## config.mk

```make
export PLATFORM = sky130hd
export DESIGN_NAME = bmaff_ctrl
export DESIGN_NICKNAME = d
export VERILOG_FILES = /design/src/rtl/core/bmaff_pkg.sv /design/src/rtl/core/bmaff_ctrl.sv
export SDC_FILE = /design/constraint.sdc
export NUM_CORES = 1
export LEC_CHECK = 0
export ABC_AREA = 1
export BUFFER_PORTS_ARGS = -buffer_cell sky130_fd_sc_hd__buf_2
export CAP_MARGIN = 10
export CORE_AREA = 5 5 42 44
export DETAILED_ROUTE_END_ITERATION = 8
export DIE_AREA = 0 0 47 49
export PLACE_DENSITY = 0.48
export SLEW_MARGIN = 30
export SYNTH_ARGS = -nofsm -noshare
export SYNTH_HDL_FRONTEND = slang
export SYNTH_SLANG_ARGS = --single-unit
```

## constraint.sdc

```tcl
create_clock -name clk -period 2 [get_ports clk]
set_clock_uncertainty 0.2 [all_clocks]
set_input_delay 0.1 -clock clk [delete_from_list [all_inputs] [get_ports clk]]
set_output_delay 0.1 -clock clk [all_outputs]
set_load 0.01 [all_outputs]
```

## src/rtl/core/bmaff_pkg.sv

```systemverilog
// Shared types and constants of the bit map allocator with find-first searches.
package bmaff_pkg;

  localparam int WORD_BITS    = 64;
  localparam int BIT_W        = 6;
  localparam int IDX_W        = 12;
  localparam int CNT_W        = 13;
  localparam int OP_W         = 3;
  localparam int MAP_BITS_MAX = 4096;
  localparam int CNT_RESET    = 4096;
  localparam int IN_TDATA_W   = 16;
  localparam int OUT_TDATA_W  = 16;

  localparam logic [OP_W-1:0] OP_SET      = 3'd0;
  localparam logic [OP_W-1:0] OP_CLEAR    = 3'd1;
  localparam logic [OP_W-1:0] OP_READ     = 3'd2;
  localparam logic [OP_W-1:0] OP_FIND_CLR = 3'd3;
  localparam logic [OP_W-1:0] OP_FIND_SET = 3'd4;

  typedef struct packed {
    logic load;
    logic rd_word;
    logic update;
    logic scan;
    logic emit;
  } ctrl_cmd_t;

  typedef struct packed {
    logic bit_op;
    logic search;
    logic scan_done;
  } ctrl_sts_t;

endpackage

```

## src/rtl/core/bmaff_ctrl.sv

```systemverilog
// Controller state machine: sequences accept, word access, scan and result hand-off.
module bmaff_ctrl
  import bmaff_pkg::*;
(
  input  logic       clk,
  input  logic       rst_n,
  input  logic       in_tvalid,
  output logic       in_tready,
  output logic       out_tvalid,
  input  logic       out_tready,
  input  ctrl_sts_t  sts,
  output ctrl_cmd_t  cmd
);

  typedef enum logic [4:0] {
    S_IDLE   = 5'b00001,
    S_DECODE = 5'b00010,
    S_ACCESS = 5'b00100,
    S_SCAN   = 5'b01000,
    S_RESULT = 5'b10000
  } state_t;

  state_t state_r, state_nxt;
  logic   out_valid_r, out_valid_nxt;

  always_comb begin
    state_nxt     = state_r;
    cmd           = '0;
    out_valid_nxt = out_valid_r & ~out_tready;
    unique case (state_r)
      S_IDLE: begin
        if (in_tvalid) begin
          cmd.load  = 1'b1;
          state_nxt = S_DECODE;
        end
      end
      S_DECODE: begin
        if (sts.bit_op) begin
          cmd.rd_word = 1'b1;
          state_nxt   = S_ACCESS;
        end else if (sts.search) begin
          state_nxt = S_SCAN;
        end else begin
          state_nxt = S_RESULT;
        end
      end
      S_ACCESS: begin
        cmd.update = 1'b1;
        state_nxt  = S_RESULT;
      end
      S_SCAN: begin
        cmd.scan = 1'b1;
        if (sts.scan_done) begin
          state_nxt = S_RESULT;
        end
      end
      S_RESULT: begin
        // The result waits here until the output register is free.
        if (!out_valid_r || out_tready) begin
          cmd.emit      = 1'b1;
          out_valid_nxt = 1'b1;
          state_nxt     = S_IDLE;
        end
      end
      default: begin
        state_nxt = S_IDLE;
      end
    endcase
  end

  always_ff @(posedge clk) begin
    if (!rst_n) begin
      state_r     <= S_IDLE;
      out_valid_r <= 1'b0;
    end else begin
      state_r     <= state_nxt;
      out_valid_r <= out_valid_nxt;
    end
  end

  assign in_tready  = (state_r == S_IDLE);
  assign out_tvalid = out_valid_r;

endmodule

```

=== Word level (Yosys, flattened, before mapping) ===
Cells that the tools add are included.

* Bits in registers: 6
* Logic and storage cells: 31
* Bits of input ports: 7
* Output and inout port bits: 7

* Bitwise logic cells: 2
* Eq/ne operators: 8
* Reductions and logical operators: 3
* Mux-type cells: 16

{| class="wikitable"
|+ Operators with widths
! kind !! count
|-
| $mux W5 || 5
|-
| $pmux W5 S5 || 1
|-
| $mux W1 || 10
|-
| $ne A2 B2 Y1 const B || 3
|-
| $eq A5 B1 Y1 const B || 1
|-
| $eq A5 B2 Y1 const B || 1
|-
| $eq A5 B3 Y1 const B || 1
|-
| $eq A5 B4 Y1 const B || 1
|-
| $eq A5 B5 Y1 const B || 1
|-
| $reduce_and A3 Y1 || 1
|-
| $and A1 B1 Y1 || 1
|-
| $logic_not A1 Y1 || 1
|-
| $logic_or A1 B1 Y1 || 1
|-
| $not A1 Y1 || 1
|}

=== Logic depth before layout (Yosys ltp) ===
* Depth in word-level cells: 4
* Gate-level depth with buffers: 7

=== Worst setup path before layout ===
OpenSTA, ideal clock, no wires.

* Kind: register to output
* Start point: register state_r[2]
* End point: output port cmd[4] (netlist bit)
* Stages on the path, launching flop included: 4
* Slack: 0.820 ns
* Required time: 1.700 ns
* Arrival: 0.880 ns
* Path buffers: 0
* Cell sequence: dfxtp_1 nor3_2 nand2_1 nor2_1

{| class="wikitable"
|+ RTL lines
! item !! RTL line !! text
|-
| start: declaration || bmaff_ctrl.sv:23 || <nowiki>state_t state_r, state_nxt;</nowiki>
|-
| start signal: assignment || bmaff_ctrl.sv:76 || <nowiki>state_r <= state_nxt;</nowiki>
|-
| end: declaration || bmaff_ctrl.sv:12 || <nowiki>output ctrl_cmd_t cmd</nowiki>
|}

=== Worst setup path after layout ===
* Start point: register state_r[2]
* End point: register state_r[3]

* Longest elaborated chain between the ends: 3
* Elaborated cells on any way between the ends: 10
* Classes of those cells: eq/ne: 8; mux: 1; reduce/logical: 1

{| class="wikitable"
|+ RTL lines
! item !! RTL line !! text
|-
| $eq A5 B5 Y1, or another cell as far along || bmaff_ctrl.sv:30 || <nowiki>unique case (state_r)</nowiki>
|-
| $ne A2 B2 Y1 (no source line) || -- ||
|-
| $reduce_and A3 Y1 (no source line) || -- ||
|}

Several ways; a longest one is shown, not always the timed one.
A chain may end at the register's enable or synchronous reset.

==> results.json <==
{
  "fp.dieW_um": 47,
  "hold_slack_ps": 5.25,
  "dp_hpwl_um": 668,
  "grt_max_degree": 6,
  "internal_power_uw": 238,
  "hold_violations": 0,
  "combPwrFrac_pct": 27.4,
  "clk_latency_ps": 250,
  "dp_cells": 84,
  "switching_power_uw": 111,
  "slew_viol_final": 0,
  "final_util_pct": 37.0,
  "cts-buffers-inserted": 3,
  "seqPwrFrac_pct": 39.7,
  "placedInstanceArea_um2": 435,
  "worst_pin_slew_ps": 246,
  "vias_per_cell": 4.31,
  "ys_ff_latch": 6,
  "yosys-top-cells-area": "dfxtp_1 (34%), inv_1 (15%), nor2_1 (12%)",
  "setup_tns_ps": 0,
  "ctsResizeCount": 0,
  "yosysWarnings": 0,
  "synth_area_um2": 350,
  "grt_setup_unrepaired": "false",
  "post-cts-setup-buffers": 0,
  "port-buffer-count": 13,
  "status": "finished clean",
  "grt_use_total_pct": 8.75,
  "synthAdderAreaFrac_pct": 0,
  "num-fill-cells": 153,
  "synth_compound_area_share_pct": 5.00,
  "yosysTopAreaCellShare_pct": 34.3,
  "pin_count": 14,
  "max_clock_freq_mhz": 603,
  "synth_top_family_by_area": "simple AND/OR/NAND/NOR gates",
  "wl_um": 864,
  "fin_crit_sh_pct": 82.9,
  "path_max_fanout": 4,
  "clkTransAtPathRegs_ps": 50,
  "use_met3_pct": 2.58,
  "firstDrtPassIters": 4,
  "grt_pass1_wl_mm": 1.44,
  "synthDistinctLibCells": 12,
  "synth_seq_area_share_pct": 34.3,
  "hp-class": "in -> reg",
  "vias": 401,
  "slew_headroom_pct": 83.5,
  "syn_nets": 62,
  "die_area_mm2": 0.00230,
  "die_h_um": 49,
  "start_kind": "flip-flop",
  "core-area_mm2": 0.00140,
  "power.static_leakage_nw": 0.283,
  "synthMuxAreaShare_pct": 0,
  "synth_area_leader_cell": "dfxtp_1",
  "synthSimpleGateAreaFrac_pct": 45.7,
  "p_per_area_mw_per_mm2": 674,
  "cts_tree": "built",
  "drv_cap": 0,
  "grt_overflow": 0,
  "drive_above_1_share_pct": 26.0,
  "clock-sinks": 6,
  "synth_cells": 55,
  "synth_xor_area_share_pct": 0,
  "cts_buffer_depth": 2,
  "grt-busiest-layer": "met2",
  "gp_congestion": 0.751,
  "final_area_um2": 518,
  "irDropWorstVdd_mv": 0.335,
  "clkPwrFrac_pct": 32.9,
  "stdcell_count": 93,
  "num_rows": 14,
  "htree_num_levels": 1,
  "syn_to_final_growth_pct": 47.9,
  "min_period_ps": 1660,
  "cts-root-buf": "clkbuf_4",
  "start_util_pct": 25.0,
  "post_drt_wl_per_cell_um": 9.29,
  "diodes": 0,
  "drtIter0Drc": 5,
  "arrival_ps": 1640,
  "avgSynthCellArea_um2": 6.37,
  "gr-usage-met1_pct": 10.4,
  "setup_viol": 0,
  "drc": 0,
  "grtUsageMet2_pct": 13.1,
  "endpoint_kind": "flip-flop",
  "nets": 86,
  "critPathKind": "reg -> reg",
  "ant_nets": 0,
  "grt_antenna_before_repair": 0,
  "netSwitchingFraction_pct": 31.9,
  "grt_pass1_vias": 370,
  "cp.required_ps": 1980
}
[worst max-delay path, stage by stage, from the launching register on]
cell,delay [ps]
dfxtp_1,330
nor3_2,270
nand4_1,100
dlygate4sd3_1,570
a21oi_1,120
[layer usage]
metal  vias up  wire (µm)
met2        10        397
met1       168        380
li1        219          -
met5         -          0
met4         0         21
met3         4         65
[cell type report]
cell class / count / area [µm²] / area share (%)
Tap cell: 16 / 20.0 / 3.86
Timing Repair Buffer: 19 / 125 / 24.2
Multi-Input combinational cell: 35 / 178 / 34.3
Inverter: 14 / 52.6 / 10.1
Sequential cell: 6 / 120 / 23.2
Clock buffer: 3 / 22.5 / 4.35
[cell usage in the layout (no fill, tap or decap)]
master / count
a21oi_1: 2
buf_2: 13
clkbuf_4: 3
dfxtp_1: 6
dlygate4sd3_1: 6
inv_1: 14
nand2_1: 7
nand3_1: 4
nand3_2: 1
nand4_1: 5
nor2_1: 11
nor2_2: 1
nor3_1: 1
nor3_2: 2
o21bai_1: 1
[kinds of logic after synthesis]
| family | Yosys count |
|---|---|
| compound gates | 3 |
| simple gates | 32 |
| buf+inv | 14 |
| flops | 6 |
[power by group through the flow]
stage / sequential [mW] / combinational (mW) / clock [mW]
detailed placement: 0.141 / 0.0883 / 0
CTS: 0.139 / 0.0964 / 0.115
global placement: 0.141 / 0.0882 / 0
finish: 0.139 / 0.0956 / 0.115
global route: 0.140 / 0.110 / 0.118
floorplan: 0.140 / 0.0604 / 0
[synthesized netlist by cell type, drive strengths merged]
cell type and number:
inv 14, nor2 12, nand2 7, dfxtp 6, nand3 5, nand4 5
nor3 3, a21oi 2, o21bai 1
[stage by stage]
stage	setup slack [ps]	power [mW]
final	341	0.349
after global routing	257	0.369
after floorplan	820	0.200
after detailed placement	702	0.229
after global placement	694	0.229
after CTS	339	0.351
[registers in the layout, summed over array words and instances (netlist names)]
name and cells:
state_r 5, out_tvalid 1
[final timing paths]
path,cells past startpoint,endpoint,startpoint,slack [ps]
hold reg to reg,4,out_tvalid$_SDFF_PN0_,out_tvalid$_SDFF_PN0_,340
setup / recovery,4,state_r[3]$_SDFFE_PN0P_,state_r[2]$_SDFFE_PN0P_,340
setup reg to reg,4,state_r[3]$_SDFFE_PN0P_,state_r[2]$_SDFFE_PN0P_,340
hold / removal,4,state_r[3]$_SDFFE_PN0P_,sts[0],5
[repair_timing]
action / CTS / global route
hold buffers: 6 / 0
endpoints found under the setup margin: 0 / 0
endpoints found under the hold margin: 6 / 0
(Power assumes the default switching activity.)
